--- config.mk ---
export PLATFORM = sky130hd
export DESIGN_NAME = xtea_pad
export DESIGN_NICKNAME = d
export VERILOG_FILES = /design/src/hw/rtl/xtea_pkg.sv /design/src/hw/rtl/xtea_pad.sv
export SDC_FILE = /design/constraint.sdc
export NUM_CORES = 1
export LEC_CHECK = 0
export ABC_AREA = 1
export BUFFER_PORTS_ARGS = -buffer_cell sky130_fd_sc_hd__buf_4
export CAP_MARGIN = 20
export CORE_UTILIZATION = 48
export CTS_BUF_LIST = sky130_fd_sc_hd__clkbuf_16
export DETAILED_ROUTE_END_ITERATION = 8
export PLACE_DENSITY = 0.85
export SYNTH_ARGS = -nofsm -noshare
export SYNTH_HDL_FRONTEND = slang
export SYNTH_SLANG_ARGS = --single-unit
--- constraint.sdc ---
create_clock -name clk -period 1.9 [get_ports clk]
set_clock_uncertainty 0.2 [all_clocks]
set_input_delay 0.095 -clock clk [delete_from_list [all_inputs] [get_ports clk]]
set_output_delay 0.095 -clock clk [all_outputs]
set_load 0.005 [all_outputs]
--- src/hw/rtl/xtea_pkg.sv ---
// ============================================================================
// xtea_pkg
// Shared types and constants for the pipelined XTEA block cipher core.
// ============================================================================
package xtea_pkg;

    // Round constant and key-select shift
    localparam logic [31:0] XTEA_DELTA    = 32'h9e3779b9;
    localparam int          KEY_SEL_SHIFT = 11;

    // Opcodes
    localparam logic OP_ENCRYPT = 1'b0;
    localparam logic OP_DECRYPT = 1'b1;

    // Configuration register indexes
    localparam int CFG_INDEX_W = 2;
    localparam logic [CFG_INDEX_W-1:0] CFG_KEY_WORD0 = 2'd0;
    localparam logic [CFG_INDEX_W-1:0] CFG_KEY_WORD1 = 2'd1;
    localparam logic [CFG_INDEX_W-1:0] CFG_KEY_WORD2 = 2'd2;
    localparam logic [CFG_INDEX_W-1:0] CFG_KEY_WORD3 = 2'd3;

    // 128-bit key as four words, word 0 in the low slot
    typedef logic [3:0][31:0] xtea_key_t;

    // Input request payload
    typedef struct packed {
        logic        opcode;
        logic [31:0] block_low;
        logic [31:0] block_high;
        logic [3:0]  byte_count;
    } xtea_in_t;

    // Result payload
    typedef struct packed {
        logic [31:0] result_low;
        logic [31:0] result_high;
        logic        length_error;
    } xtea_out_t;

    // Contents of one pipeline stage
    typedef struct packed {
        logic        valid;
        logic        op;
        logic        err;
        logic [31:0] v0;
        logic [31:0] v1;
    } xtea_stage_t;

endpackage

--- src/hw/rtl/xtea_pad.sv ---
// ============================================================================
// xtea_pad
// Entry stage: zeroes missing bytes of a partial encrypt block and flags
// decrypt requests on partial blocks.
// ============================================================================
module xtea_pad (
    input  logic              clk,
    input  logic              rst_n,
    input  logic              adv,
    input  logic              req_valid,
    input  xtea_pkg::xtea_in_t req,
    output xtea_pkg::xtea_stage_t stage_out
);
    import xtea_pkg::*;

    logic        valid_reg;
    logic        op_reg;
    logic        err_reg;
    logic [31:0] v0_reg;
    logic [31:0] v1_reg;

    logic        partial;
    logic [63:0] keep_mask;
    logic [63:0] blk;
    logic [63:0] v_next;
    logic        err_next;

    // Byte keep mask: a count of eight or more keeps the whole block
    always_comb
    begin
        partial = ~req.byte_count[3];
        for (int b = 0; b < 8; b++)
        begin
            keep_mask[b*8 +: 8] = {8{~partial || (3'(b) < req.byte_count[2:0])}};
        end
        blk = {req.block_high, req.block_low};
        if (req.opcode == OP_ENCRYPT)
        begin
            v_next   = blk & keep_mask;
            err_next = 1'b0;
        end
        else
        begin
            v_next   = blk;
            err_next = partial;
        end
    end

    // Stage register
    always_ff @(posedge clk or negedge rst_n)
    begin
        if (!rst_n)
        begin
            valid_reg <= 1'b0;
        end
        else if (adv)
        begin
            valid_reg <= req_valid;
        end
    end

    always_ff @(posedge clk)
    begin
        if (adv)
        begin
            op_reg <= req.opcode;
            err_reg <= err_next;
            v0_reg <= v_next[31:0];
            v1_reg <= v_next[63:32];
        end
    end

    assign stage_out = '{valid: valid_reg, op: op_reg, err: err_reg,
                         v0: v0_reg, v1: v1_reg};

endmodule

* Word-level counts from Yosys, hierarchy flattened *
Cells that the tools add are included.
W data, S select, Z words.

cells by class
  muxes and demuxes = 1
  bitwise operators = 2
  $lt $le $gt $ge = 8
  reductions and logical operators = 8

operator list
  kind                  count
  $and A64 B64 Y64      1
  $mux W64              1
  $lt A3 B3 Y1 const A  4
  $logic_or A1 B1 Y1    8
  $lt A1 B3 Y1 const A  2
  $lt A2 B3 Y1 const A  2
  $not A1 Y1            1

word-level totals
  bits of input ports = 73
  flip-flop bits (word level) = 67
  word-level logic and storage cells = 24
  output and inout port bits = 67

* Longest topological paths before layout *
  depth in word-level cells = 4
  gate-level depth with buffers = 5
  depth with buffers taken out = 4

* Least setup slack after synthesis *
OpenSTA, ideal clock, no wires.

  kind = input -> register
  start point = input req[3] (netlist bit)
  end point = register v1_reg[0], data pin
  stages on the path = 5
  buffers on the path = 1
  arrival time = 0.577 ns
  required time = 1.445 ns
  path slack = 0.868 ns
  setup time = 0.255 ns
  cells stage by stage = nor2_4 > buf_6 > nand2_1 > nand2_2 > nor2_1

between the ends
  cells in the longest elaborated chain, start to end = 3

RTL lines
  what                    RTL line        text
  start: declaration      xtea_pad.sv:11  input xtea_pkg::xtea_in_t req,
  $logic_or A1 B1 Y1      xtea_pad.sv:34  keep_mask[b*8 +: 8] = {8{~partial || (3'(b) < req.byte_count[2:0])}};
  $and A64 B64 Y64        xtea_pad.sv:39  v_next = blk & keep_mask;
  $mux W64                xtea_pad.sv:37  if (req.opcode == OP_ENCRYPT)
  via v_next[32]          xtea_pad.sv:25  logic [63:0] v_next;
  end signal: assignment  xtea_pad.sv:69  v1_reg <= v_next[63:32];
  end: declaration        xtea_pad.sv:20  logic [31:0] v1_reg;

The timed path passes the listed nets, and every way through them passes these cells.
A chain may end at the register's enable or synchronous reset.

* Worst setup path in the final report *
  start point = input req[3] (netlist bit)
  end point = register v1_reg[21], data pin

Same word-level chain as after synthesis.

==> flow_summary.toml <==
[synthesis]
ys_seq_elements = 67
syn_area_per_cell_sq_um = 12.4
syn_nets = 286
yosys_warnings = 0
netlist-cell-type-count = 16
yosysSeqAreaShare_pct = 75.7
netlist_area_sq_um = 2650
synthCells = 213

[grt]
track_usage_pct = 28.8
overflow = 0
grt_max_degree = 69
use_met2_pct = 56.0
grt_antenna_before_repair = 0
grtUsageMet3_pct = 8.02
grt-busiest-layer = "met2"
grt_pass1_wl_um = 12500
grtUsageMet1_pct = 29.2
grt_pass1_vias = 2517

[cts]
cts_sinks = 67
cts_resized = 0
cts_root_buf = "clkbuf_16"
numCtsBuffers = 9
cts.path.max_buffers = 2
clk-insertion-delay-late_ns = 0.31
cts_tree = "built"
htree_num_levels = 3
postCtsSetupBuffers = 0
clkTransAtPathRegs_ns = 0.05

[run]
cap_violations = 0

[detailed_routing]
via_per_inst = 4.63
drt_first_pass_iters = 7
drc_errors = 0
drtIter0Drc = 125
vias = 2333
avgRoutedWirePerCell_um = 16.1
postRouteWirelength_um = 8130
postRouteAntennaNets = 0

[worst_setup_path]
critPathKind = "in2reg"
r2r.worst_path.cells = 2
cp-end-kind = "flip-flop"
critPathArrivalTime_ns = 1.48
critPathLaunchType = "input pin"
crit_path_max_fanout = 14
cp.required_ns = 1.71

[worst_hold_path]
hp-class = "in2reg"
hold_depth = 5

[timing]
period_minus_slack_ns = 1.67
setup_viol_count_final = 0
final.setup.worst_slack_ns = 0.231
maxSlewHeadroom_pct = 76.1
fmax_mhz = 599
rsz0062_at_grt = "no"
finalMaxSlewViolations = 0
fin_crit_sh_pct = 87.8
hold_viol_final = 0
tns_ns = 0
tightest_slew_ns = 0.358

[die]
placeableCoreArea_sq_um = 5200
initial_core_util_pct = 50.9
die_area_sq_um = 5820
rows = 26
die_x_um = 76.3
pin_count = 140
die_h_um = 76.3

[finish]
num-fill-cells = 216
diodes = 0
multi_input_area_sq_um = 373
nets = 502
fin_util_pct = 90.6
drive_gt1_share_pct = 36.4
register_area_sq_um = 2010
area.growth.synth_to_final_pct = 77.8
final_common_cell = "buf_4"
mostFrequentLayoutCells = "buf_4, dlygate4sd3_1, edfxtp_1"
fin_cells = 504

[place]
port_buffers = 139
place_hpwl_um = 3980
gp_congestion = 0.697
numPlacedInstances = 419
pre_cts_ws_ns = 0.547

[power]
p_leak_nw = 2.30
p_per_area_nw_per_um2 = 805
peakVddDrop_v = 0.000614
p_total_mw = 3.79

[run_status]
outcome = "completed"
[kinds of logic (layout without fill, tap and decap cells)]
logic type	after synthesis	count (layout)	share of synthesized area, %
buf+inv	67	288	10.2
flops	67	67	75.7
simple gates	70	70	11.6
compound gates	9	9	2.45
[path summary, 6_finish.rpt]
path / from / endpoint / slack [ns]
worst max-delay path: req[3] / v1_reg[21] / 0.23
worst min-delay path: req[1] / v0_reg[11] / 0.07
worst max register to register: valid_reg / valid_reg / 1.03
worst min register to register: valid_reg / valid_reg / 0.37
max in group asynchronous: rst_n / valid_reg / 0.90
min in group asynchronous: rst_n / valid_reg / 0.50
[where the power goes]
part | switching (mW) | internal [mW]
Sequential | 0.0425 | 1.77
Clock | 0.527 | 0.851
Combinational | 0.235 | 0.366
[cells in the mapped netlist (all sizes together)]
master | count | area share (%)
a21boi | 8 | 2.3
buf | 5 | 1.5
dfrtp | 1 | 0.94
edfxtp | 66 | 75
inv | 62 | 8.8
nand2 | 31 | 4.5
nand3 | 4 | 1.9
nor2 | 35 | 5.2
o21ai | 1 | 0.19
[cell type report]
| class | count | area share, % |
|---|---|---|
| Clock buffer | 9 | 4.78 |
| Clock inverter | 7 | 0.584 |
| Inverter | 62 | 4.94 |
| Multi-Input combinational cell | 79 | 7.91 |
| Sequential cell | 67 | 42.6 |
| Tap cell | 70 | 1.86 |
| Timing Repair Buffer | 210 | 37.4 |
[layer usage]
layer / part of all wire (%) / wire, um / vias up
met5: 0 / 0 / -
met4: 1.3 / 104 / 0
met3: 7.5 / 612 / 12
met2: 56 / 4560 / 125
met1: 35 / 2850 / 1107
li1: - / - / 1089
[critical path, stage by stage]
cell and delay (ns):
dlygate4sd3_1 0.54, buf_4 0.15, nor2_4 0.28, buf_4 0.26, a21boi_0 0.16
[through the flow]
step,cell area [sq um],hold slack (ns)
finish,4710,0.0659
global route,4710,0.0879
CTS,4710,0.0515
detailed placement,3770,-0.325
global placement,3770,-0.329
floorplan,2650,-0.401
[repair_timing]
item | in CTS | in global routing
endpoints found under the setup margin | 0 | 0
endpoints found under the hold margin | 68 | 0
hold buffers | 69 | 0
Power figures use the tool's default switching activity.
