==> src/hw/rtl/xtea_pkg.sv <==
// ============================================================================
// xtea_pkg
// Shared types and constants for the pipelined XTEA block cipher core.
// ============================================================================
package xtea_pkg;

    // Round constant and key-select shift
    localparam logic [31:0] XTEA_DELTA    = 32'h9e3779b9;
    localparam int          KEY_SEL_SHIFT = 11;

    // Opcodes
    localparam logic OP_ENCRYPT = 1'b0;
    localparam logic OP_DECRYPT = 1'b1;

    // Configuration register indexes
    localparam int CFG_INDEX_W = 2;
    localparam logic [CFG_INDEX_W-1:0] CFG_KEY_WORD0 = 2'd0;
    localparam logic [CFG_INDEX_W-1:0] CFG_KEY_WORD1 = 2'd1;
    localparam logic [CFG_INDEX_W-1:0] CFG_KEY_WORD2 = 2'd2;
    localparam logic [CFG_INDEX_W-1:0] CFG_KEY_WORD3 = 2'd3;

    // 128-bit key as four words, word 0 in the low slot
    typedef logic [3:0][31:0] xtea_key_t;

    // Input request payload
    typedef struct packed {
        logic        opcode;
        logic [31:0] block_low;
        logic [31:0] block_high;
        logic [3:0]  byte_count;
    } xtea_in_t;

    // Result payload
    typedef struct packed {
        logic [31:0] result_low;
        logic [31:0] result_high;
        logic        length_error;
    } xtea_out_t;

    // Contents of one pipeline stage
    typedef struct packed {
        logic        valid;
        logic        op;
        logic        err;
        logic [31:0] v0;
        logic [31:0] v1;
    } xtea_stage_t;

endpackage

==> src/hw/rtl/xtea_half_round.sv <==
// ============================================================================
// xtea_half_round
// One registered Feistel half round. Encrypt and decrypt share the stage:
// the round sum and key word are fixed per stage and chosen by the opcode.
// ============================================================================
module xtea_half_round #(
    parameter int CYCLE_COUNT = 32,
    parameter int HALF_INDEX  = 0
) (
    input  logic                  clk,
    input  logic                  rst_n,
    input  logic                  adv,
    input  xtea_pkg::xtea_key_t   key,
    input  xtea_pkg::xtea_stage_t stage_in,
    output xtea_pkg::xtea_stage_t stage_out
);
    import xtea_pkg::*;

    // Round sum seen by this half round in each direction
    localparam int          SUM_STEP = (HALF_INDEX + 1) / 2;
    localparam logic        PARITY   = 1'(HALF_INDEX % 2);
    localparam logic [63:0] ENC_PROD = 64'(XTEA_DELTA) * 64'(SUM_STEP);
    localparam logic [63:0] DEC_PROD = 64'(XTEA_DELTA) * 64'(CYCLE_COUNT - SUM_STEP);
    localparam logic [31:0] ENC_SUM  = ENC_PROD[31:0];
    localparam logic [31:0] DEC_SUM  = DEC_PROD[31:0];
    // Updating v1 selects the key with the shifted sum, updating v0 with the low bits
    localparam logic [31:0] ENC_SHR  = ENC_SUM >> KEY_SEL_SHIFT;
    localparam logic [31:0] DEC_SHR  = DEC_SUM >> KEY_SEL_SHIFT;
    localparam logic [1:0]  ENC_KEY  = PARITY ? ENC_SHR[1:0] : ENC_SUM[1:0];
    localparam logic [1:0]  DEC_KEY  = PARITY ? DEC_SUM[1:0] : DEC_SHR[1:0];

    logic        valid_reg;
    logic        op_reg;
    logic        err_reg;
    logic [31:0] v0_reg;
    logic [31:0] v1_reg;

    logic        upd_v1;
    logic [31:0] src;
    logic [31:0] dst;
    logic [31:0] mix;
    logic [31:0] key_sum;
    logic [31:0] f_val;
    logic [31:0] dst_next;
    logic [31:0] v0_next;
    logic [31:0] v1_next;

    // Round function and update of the target word
    always_comb
    begin
        upd_v1  = stage_in.op ^ PARITY;
        src     = upd_v1 ? stage_in.v0 : stage_in.v1;
        dst     = upd_v1 ? stage_in.v1 : stage_in.v0;
        mix     = ((src << 4) ^ (src >> 5)) + src;
        key_sum = (stage_in.op == OP_DECRYPT) ? (DEC_SUM + key[DEC_KEY])
                                              : (ENC_SUM + key[ENC_KEY]);
        f_val   = mix ^ key_sum;
        if (stage_in.err)
        begin
            dst_next = dst;  // partial decrypt passes through
        end
        else if (stage_in.op == OP_DECRYPT)
        begin
            dst_next = dst - f_val;
        end
        else
        begin
            dst_next = dst + f_val;
        end
        v0_next = upd_v1 ? stage_in.v0 : dst_next;
        v1_next = upd_v1 ? dst_next : stage_in.v1;
    end

    // Stage register
    always_ff @(posedge clk or negedge rst_n)
    begin
        if (!rst_n)
        begin
            valid_reg <= 1'b0;
        end
        else if (adv)
        begin
            valid_reg <= stage_in.valid;
        end
    end

    always_ff @(posedge clk)
    begin
        if (adv)
        begin
            op_reg <= stage_in.op;
            err_reg <= stage_in.err;
            v0_reg <= v0_next;
            v1_reg <= v1_next;
        end
    end

    assign stage_out = '{valid: valid_reg, op: op_reg, err: err_reg,
                         v0: v0_reg, v1: v1_reg};

endmodule

==> config.mk <==
export PLATFORM = sky130hd
export DESIGN_NAME = xtea_half_round
export DESIGN_NICKNAME = d
export VERILOG_FILES = /design/src/hw/rtl/xtea_pkg.sv /design/src/hw/rtl/xtea_half_round.sv
export SDC_FILE = /design/constraint.sdc
export NUM_CORES = 1
export LEC_CHECK = 0
export BUFFER_PORTS_ARGS = -buffer_cell sky130_fd_sc_hd__buf_4
export CAP_MARGIN = 20
export CELL_PAD_IN_SITES_DETAIL_PLACEMENT = 0
export CELL_PAD_IN_SITES_GLOBAL_PLACEMENT = 1
export CORE_MARGIN = 8
export CORE_UTILIZATION = 42
export DETAILED_ROUTE_END_ITERATION = 6
export HOLD_SLACK_MARGIN = 0.02
export PLACE_DENSITY = 0.95
export SYNTH_ARGS = -nofsm -noshare
export SYNTH_HDL_FRONTEND = slang
export SYNTH_SLANG_ARGS = --single-unit
==> constraint.sdc <==
create_clock -name clk -period 1.1 [get_ports clk]
set_input_delay 0.055 -clock clk [delete_from_list [all_inputs] [get_ports clk]]
set_output_delay 0.055 -clock clk [all_outputs]
set_load 0.01 [all_outputs]
=== Word-level counts from Yosys, hierarchy flattened ===
Cells that the tools add are included.

* RAM bits: 0
* Latch bits: 0
* Output and inout bits: 67
* Flip-flop bits (word level): 67
* Word-level logic and storage cells: 18
* Bits in read-only memories: 0
* Memories: 0

* Multipliers: 0
* Reductions and logical operators: 0
* Bitwise operators: 2
* Muxes and demuxes: 7
* Shifts and indexed selects: 0
* Add/subtract/negate cells: 4
* Div/mod/pow operators: 0
* Order comparisons: 0
* Eq/ne operators: 0

{| class="wikitable"
|+ Operator list
! operator !! count
|-
| 32-bit 2-to-1 mux || 7
|-
| 32-bit adder || 2
|-
| 32-bit adder, first input constant || 1
|-
| 32-bit subtractor || 1
|-
| 32-bit by 27-bit bitwise XOR with 32-bit output || 1
|-
| 32-bit bitwise XOR || 1
|}

=== Logic depth before layout (Yosys ltp) ===
* Word-level depth: 8
* Mapped depth: 35
* Depth with buffers taken out: 28

=== Worst setup path before layout ===
OpenSTA, ideal clock, no wires.

* Path type: in2reg
* From: input stage_in[65] (netlist bit)
* To: register v0_reg[31], data pin
* Arrival: 8.103 ns
* Required time: 0.962 ns
* Stages: 34
* Library setup time: 0.138 ns
* Slack: -7.141 ns
* Path through: buf_2 -> buf_2 -> buf_2 -> buf_1 -> clkbuf_1 -> buf_1 -> buf_1 -> mux2i_1 -> inv_1 -> ha_1 -> and3b_1 -> a221o_1 -> a21oi_1 -> o21ai_0 -> a21o_1 -> xnor2_1 -> nand4_1 -> nor2_1 -> nand2_1 -> nor3_1 -> a21oi_1 -> xor2_1 -> ha_1 -> and3_1 -> a311oi_1 -> nor2b_1 -> or3_1 -> o31a_1 -> a41o_1 -> o221a_1 -> xnor2_1 -> xnor2_1 -> or4_1 -> nand4_1

* Cells in the longest elaborated chain, start to end: 8

{| class="wikitable"
|+ Ends and longest elaborated chain
! what !! RTL line !! RTL
|-
| start: declaration || xtea_half_round.sv:14 || <nowiki>input xtea_pkg::xtea_stage_t stage_in,</nowiki>
|-
| 32-bit 2-to-1 mux || xtea_half_round.sv:52 || <nowiki>src = upd_v1 ? stage_in.v0 : stage_in.v1;</nowiki>
|-
| 32-bit by 27-bit bitwise XOR with 32-bit output || xtea_half_round.sv:54 || <nowiki>mix = ((src << 4) ^ (src >> 5)) + src;</nowiki>
|-
| 32-bit adder || xtea_half_round.sv:54 ||
|-
| 32-bit bitwise XOR || xtea_half_round.sv:57 || <nowiki>f_val = mix ^ key_sum;</nowiki>
|-
| 32-bit adder or 32-bit subtractor (tied branches) || xtea_half_round.sv:68, xtea_half_round.sv:64 ||
|-
| 32-bit 2-to-1 mux || xtea_half_round.sv:62 || <nowiki>else if (stage_in.op == OP_DECRYPT)</nowiki>
|-
| 32-bit 2-to-1 mux || xtea_half_round.sv:58 || <nowiki>if (stage_in.err)</nowiki>
|-
| 32-bit 2-to-1 mux * || xtea_half_round.sv:70 || <nowiki>v0_next = upd_v1 ? stage_in.v0 : dst_next;</nowiki>
|-
| net v0_next[31] || xtea_half_round.sv:45 || <nowiki>logic [31:0] v0_next;</nowiki>
|-
| end signal: assignment || xtea_half_round.sv:93 || <nowiki>v0_reg <= v0_next;</nowiki>
|-
| end: declaration || xtea_half_round.sv:35 || <nowiki>logic [31:0] v0_reg;</nowiki>
|}

Mark *: on every way through the listed nets, which the timed path passes. The rest lies on a longest branch.
A chain may end at the register's enable or synchronous reset.

=== Final worst setup path ===
Same ends and word-level chain as after synthesis.

==> flow_summary_export.csv <==
group,metric,value,unit
clocking,clk-insertion-delay-late,0.33,ns
yosys,avgSynthCellArea,8.511,um^2
route,routed_wirelength,43.59,mm
critical_path,critical_path_peak_fanout,6,
route,ant_nets,0,
route,dr.first_iter.drc_count,1552,
timing,fmax,151.1,MHz
yosys,synth-seq-cells,67,
route,detail_route.wl_per_cell,22.88,um
power_and_ir_drop,leakage_power_of_the_design,7.157,nW
clocking,cts_tree,"done",
global_route,grt_pass1_vias,11240,
floorplan,chipHeight,161.5,um
final_layout,final_layout_size_suffix_gt1_frac,0.5215,
yosys,synth.yosys.seq_area_share,0.2257,
power_and_ir_drop,maximum_resistive_drop_on_vdd,1.203,mV
yosys,synth_top_cells_by_count,"98 x sky130_fd_sc_hd__nand2_1, 93 x sky130_fd_sc_hd__xnor2_1, 90 x sky130_fd_sc_hd__o21ai_0, 83 x sky130_fd_sc_hd__a21oi_1, 70 x sky130_fd_sc_hd__nor2_1",
floorplan,dieArea,0.02609,mm^2
placement,place_area,0.01366,mm^2
clocking,ctsLongestPathBuffers,2,
critical_path,worstSetupPathType,"in -> reg",
clocking,worst_path_clk_slew,0.06,ns
global_route,globalRouteTotalUtil,0.2700,
timing,final.setup.worst_slack,-5.518,ns
yosys,synth-edff-count,66,
global_route,initial_antenna_violation_count,0,
timing,clock-skew-final,0,ns
timing,setup_viol_count_final,64,
final_layout,area_delta_synth_final,72.78,%
clocking,numCtsBuffers,9,
timing,hold_viol,0,
floorplan,core_region_area,0.02089,mm^2
yosys,synthDominantAreaCellType,"sky130_fd_sc_hd__edfxtp_1",
final_layout,layout.nets,1891,
route,detail_route.drc_violations,0,
placement,post-dp-hpwl,27.01,mm
clocking,cts.sinks,67,
route,via_count,11730,
min_path,min_path_type,"in -> reg",
yosys,postSynth.topFlopCell,"sky130_fd_sc_hd__edfxtp_1",
power_and_ir_drop,power.density,2168,mW/mm^2
critical_path,critical_path_start_type,"input port",
yosys,synth_cell_types,81,
timing,period_share,6.016,
final_layout,finish.instance_area,0.01537,mm^2
yosys,synth_async_sr_flop_share,0.01493,
timing,finalMaxSlewViolations,0,
clocking,cts_max_level,3,
floorplan,placement_rows,53,
critical_path,critPathRequiredTime,1.17,ns
floorplan,io_pins,265,
yosys,ys_warn_count,0,
route,detail_route.first_pass.iterations,6,
yosys,synth.net_count,1310,
timing,worstMarginPinSlew,0.5598,ns
floorplan,starting_density,0.4258,
yosys,post_synth_instance_area,0.008894,mm^2
flow_run,maxCapViolCount,0,
global_route,wire_length_of_the_first_global_routing_pass,57.32,mm
placement,number_of_cells_in_the_design_after_placement,1830,
timing,max_slew_margin,0.6229,
power_and_ir_drop,fin_total_pwr,0.03332,W
placement,gp_routability_congestion,1.001,
route,vias_per_cell,6.155,
final_layout,layoutNonFillerInstCount,1905,
floorplan,chipWidth,161.5,um
placement,port-buffer-count,200,
global_route,grt.overflow.total,0,
timing,final_period_minus_worst_setup_slack,6.618,ns
global_route,maximum_number_of_pins_on_one_net_before_global_route_repair,41,
outcome,run_status,"complete, but fails checks",
yosys,synthCells,1045,
critical_path,cp.arrival,6.69,ns
timing,rsz0062_at_grt,"yes",
final_layout,final_core_utilization,0.7356,
yosys,yosysMostFrequentCell,"sky130_fd_sc_hd__nand2_1",
yosys,synth_top_cells_by_area,"sky130_fd_sc_hd__edfxtp_1 22%, sky130_fd_sc_hd__xnor2_1 9.2%, sky130_fd_sc_hd__ha_1 9.1%",
yosys,yosys.area.top_type_share,0.2228,
clocking,cts_root_buffer,"sky130_fd_sc_hd__clkbuf_16",
outcome,failed_checks,"setup timing",
final_layout,insertedDiodeCount,0,
critical_path,crit_path_end_kind,"register",
-- repair_timing --
item,4_1_cts,5_1_grt
pin swaps,67,62
setup buffers,32,27
gates resized for setup,99,92
hold buffers,2,0
cloned,2,0
endpoints found under the hold margin,2,0
endpoints found under the setup margin,64,64
-- report_power, final --
part / total, W / switching, W / internal (W)
clock: 0.00289 / 0.00115 / 0.00174
combinational: 0.0267 / 0.0135 / 0.0132
sequential: 0.00370 / 0.000163 / 0.00354
-- critical path: stages --
cell and delay [ns]:
sky130_fd_sc_hd__buf_16 0.10, sky130_fd_sc_hd__buf_12 0.13, sky130_fd_sc_hd__mux2i_2 0.30, sky130_fd_sc_hd__buf_4 0.20, sky130_fd_sc_hd__xnor2_2 0.15, sky130_fd_sc_hd__ha_4 0.27, sky130_fd_sc_hd__a21o_1 0.28, sky130_fd_sc_hd__a2111oi_4 0.55
sky130_fd_sc_hd__nand2_2 0.19, sky130_fd_sc_hd__o21ai_4 0.19, sky130_fd_sc_hd__xor2_1 0.24, sky130_fd_sc_hd__nand4_1 0.23, sky130_fd_sc_hd__nor4_4 0.32, sky130_fd_sc_hd__nor2_1 0.09, sky130_fd_sc_hd__xor2_1 0.16, sky130_fd_sc_hd__ha_1 0.35
sky130_fd_sc_hd__a21o_1 0.22, sky130_fd_sc_hd__o21a_1 0.19, sky130_fd_sc_hd__a311oi_2 0.25, sky130_fd_sc_hd__nor2b_1 0.13, sky130_fd_sc_hd__or3_4 0.38, sky130_fd_sc_hd__o31a_1 0.31, sky130_fd_sc_hd__a41o_1 0.21, sky130_fd_sc_hd__o221a_1 0.26
sky130_fd_sc_hd__xnor2_2 0.17, sky130_fd_sc_hd__xnor2_2 0.29, sky130_fd_sc_hd__mux2i_1 0.29, sky130_fd_sc_hd__nand4_1 0.13
-- layout make-up --
class / count / area, um^2
Timing Repair Buffer: 613 / 4847
Tap cell: 275 / 344.1
Fill cell: 1257 / 5523
Sequential cell: 67 / 2007
Inverter: 37 / 141.4
Multi-Input combinational cell: 898 / 7742
Clock inverter: 5 / 55.05
Clock buffer: 10 / 229.0
-- per-layer routing --
| layer | track usage | up-vias | wire [um] |
|---|---|---|---|
| met4 | 0.1372 | 0 | 3303 |
| met1 | 0.3184 | 5417 | 15430 |
| met2 | 0.4561 | 1004 | 19820 |
| met3 | 0.05752 | 313 | 5038 |
| li1 | - | 4991 | - |
| met5 | 0 | - | 0 |
-- metrics by stage --
step / setup slack [ns] / setup TNS [ns] / hold WS (ns)
2_1_floorplan: -5.703 / -239.20 / -0.2406
3_3_place_gp: -5.151 / -223.52 / -0.1701
3_5_place_dp: -5.468 / -234.60 / -0.1655
4_1_cts: -4.814 / -200.15 / 0.02292
5_1_grt: -5.602 / -235.16 / 0.02612
6_report: -5.518 / -228.85 / 0.02641
-- final timing paths --
kind	startpoint	endpoint	slack, ns	cells past startpoint
setup / recovery	stage_in[65]	v0_reg[31]$_DFFE_PP_	-5.52	28
hold / removal	stage_in[27]	v1_reg[27]$_DFFE_PP_	0.03	3
setup reg to reg	valid_reg$_DFFE_PN0P_	valid_reg$_DFFE_PN0P_	0.35	1
hold reg to reg	valid_reg$_DFFE_PN0P_	valid_reg$_DFFE_PN0P_	0.52	1
max in group asynchronous	rst_n	valid_reg$_DFFE_PN0P_	0.98	2
min in group asynchronous	rst_n	valid_reg$_DFFE_PN0P_	0.04	2
-- placed cells by master, fill, tap and decap left out, types with 5 or more instances in the layout --
| cell type | instances |
|---|---|
| sky130_fd_sc_hd__o21bai_1 | 8 |
| sky130_fd_sc_hd__mux2i_1 | 29 |
| sky130_fd_sc_hd__a21oi_4 | 8 |
| sky130_fd_sc_hd__edfxtp_1 | 66 |
| sky130_fd_sc_hd__nand4_1 | 10 |
| sky130_fd_sc_hd__ha_1 | 54 |
| sky130_fd_sc_hd__nor2_2 | 11 |
| sky130_fd_sc_hd__o21a_1 | 8 |
| sky130_fd_sc_hd__xnor2_1 | 65 |
| sky130_fd_sc_hd__buf_12 | 6 |
| sky130_fd_sc_hd__o21ai_0 | 28 |
| sky130_fd_sc_hd__buf_6 | 28 |
| sky130_fd_sc_hd__a21oi_1 | 61 |
| sky130_fd_sc_hd__xnor2_4 | 9 |
| sky130_fd_sc_hd__nor2_1 | 56 |
| sky130_fd_sc_hd__mux2_2 | 37 |
| sky130_fd_sc_hd__o21ai_2 | 15 |
| sky130_fd_sc_hd__o31ai_1 | 6 |
| sky130_fd_sc_hd__ha_4 | 11 |
| sky130_fd_sc_hd__nand2_2 | 5 |
| sky130_fd_sc_hd__a21o_1 | 33 |
| sky130_fd_sc_hd__a21oi_2 | 16 |
| sky130_fd_sc_hd__xor2_1 | 56 |
| sky130_fd_sc_hd__xnor2_2 | 22 |
| sky130_fd_sc_hd__mux2i_4 | 7 |
| sky130_fd_sc_hd__mux2_4 | 10 |
| sky130_fd_sc_hd__and3_1 | 5 |
| sky130_fd_sc_hd__o21ai_1 | 50 |
| sky130_fd_sc_hd__a31oi_1 | 16 |
| sky130_fd_sc_hd__nor3_1 | 12 |
| sky130_fd_sc_hd__and2_1 | 6 |
| sky130_fd_sc_hd__clkbuf_16 | 9 |
| sky130_fd_sc_hd__nand2_1 | 92 |
| sky130_fd_sc_hd__inv_1 | 33 |
| sky130_fd_sc_hd__buf_4 | 574 |
| sky130_fd_sc_hd__nand3_1 | 17 |
| sky130_fd_sc_hd__nand2b_1 | 9 |
| sky130_fd_sc_hd__o211ai_1 | 5 |
-- logic make-up after synthesis --
group / Yosys count / share of synthesized area
compound gates: 311 / 0.2241
simple gates: 274 / 0.1484
fa+ha+maj: 67 / 0.09595
flops: 67 / 0.2257
mux: 87 / 0.1059
buf+inv: 80 / 0.03616
xor+xnor: 159 / 0.1638
Note: power is estimated with default switching activity, not from simulation.
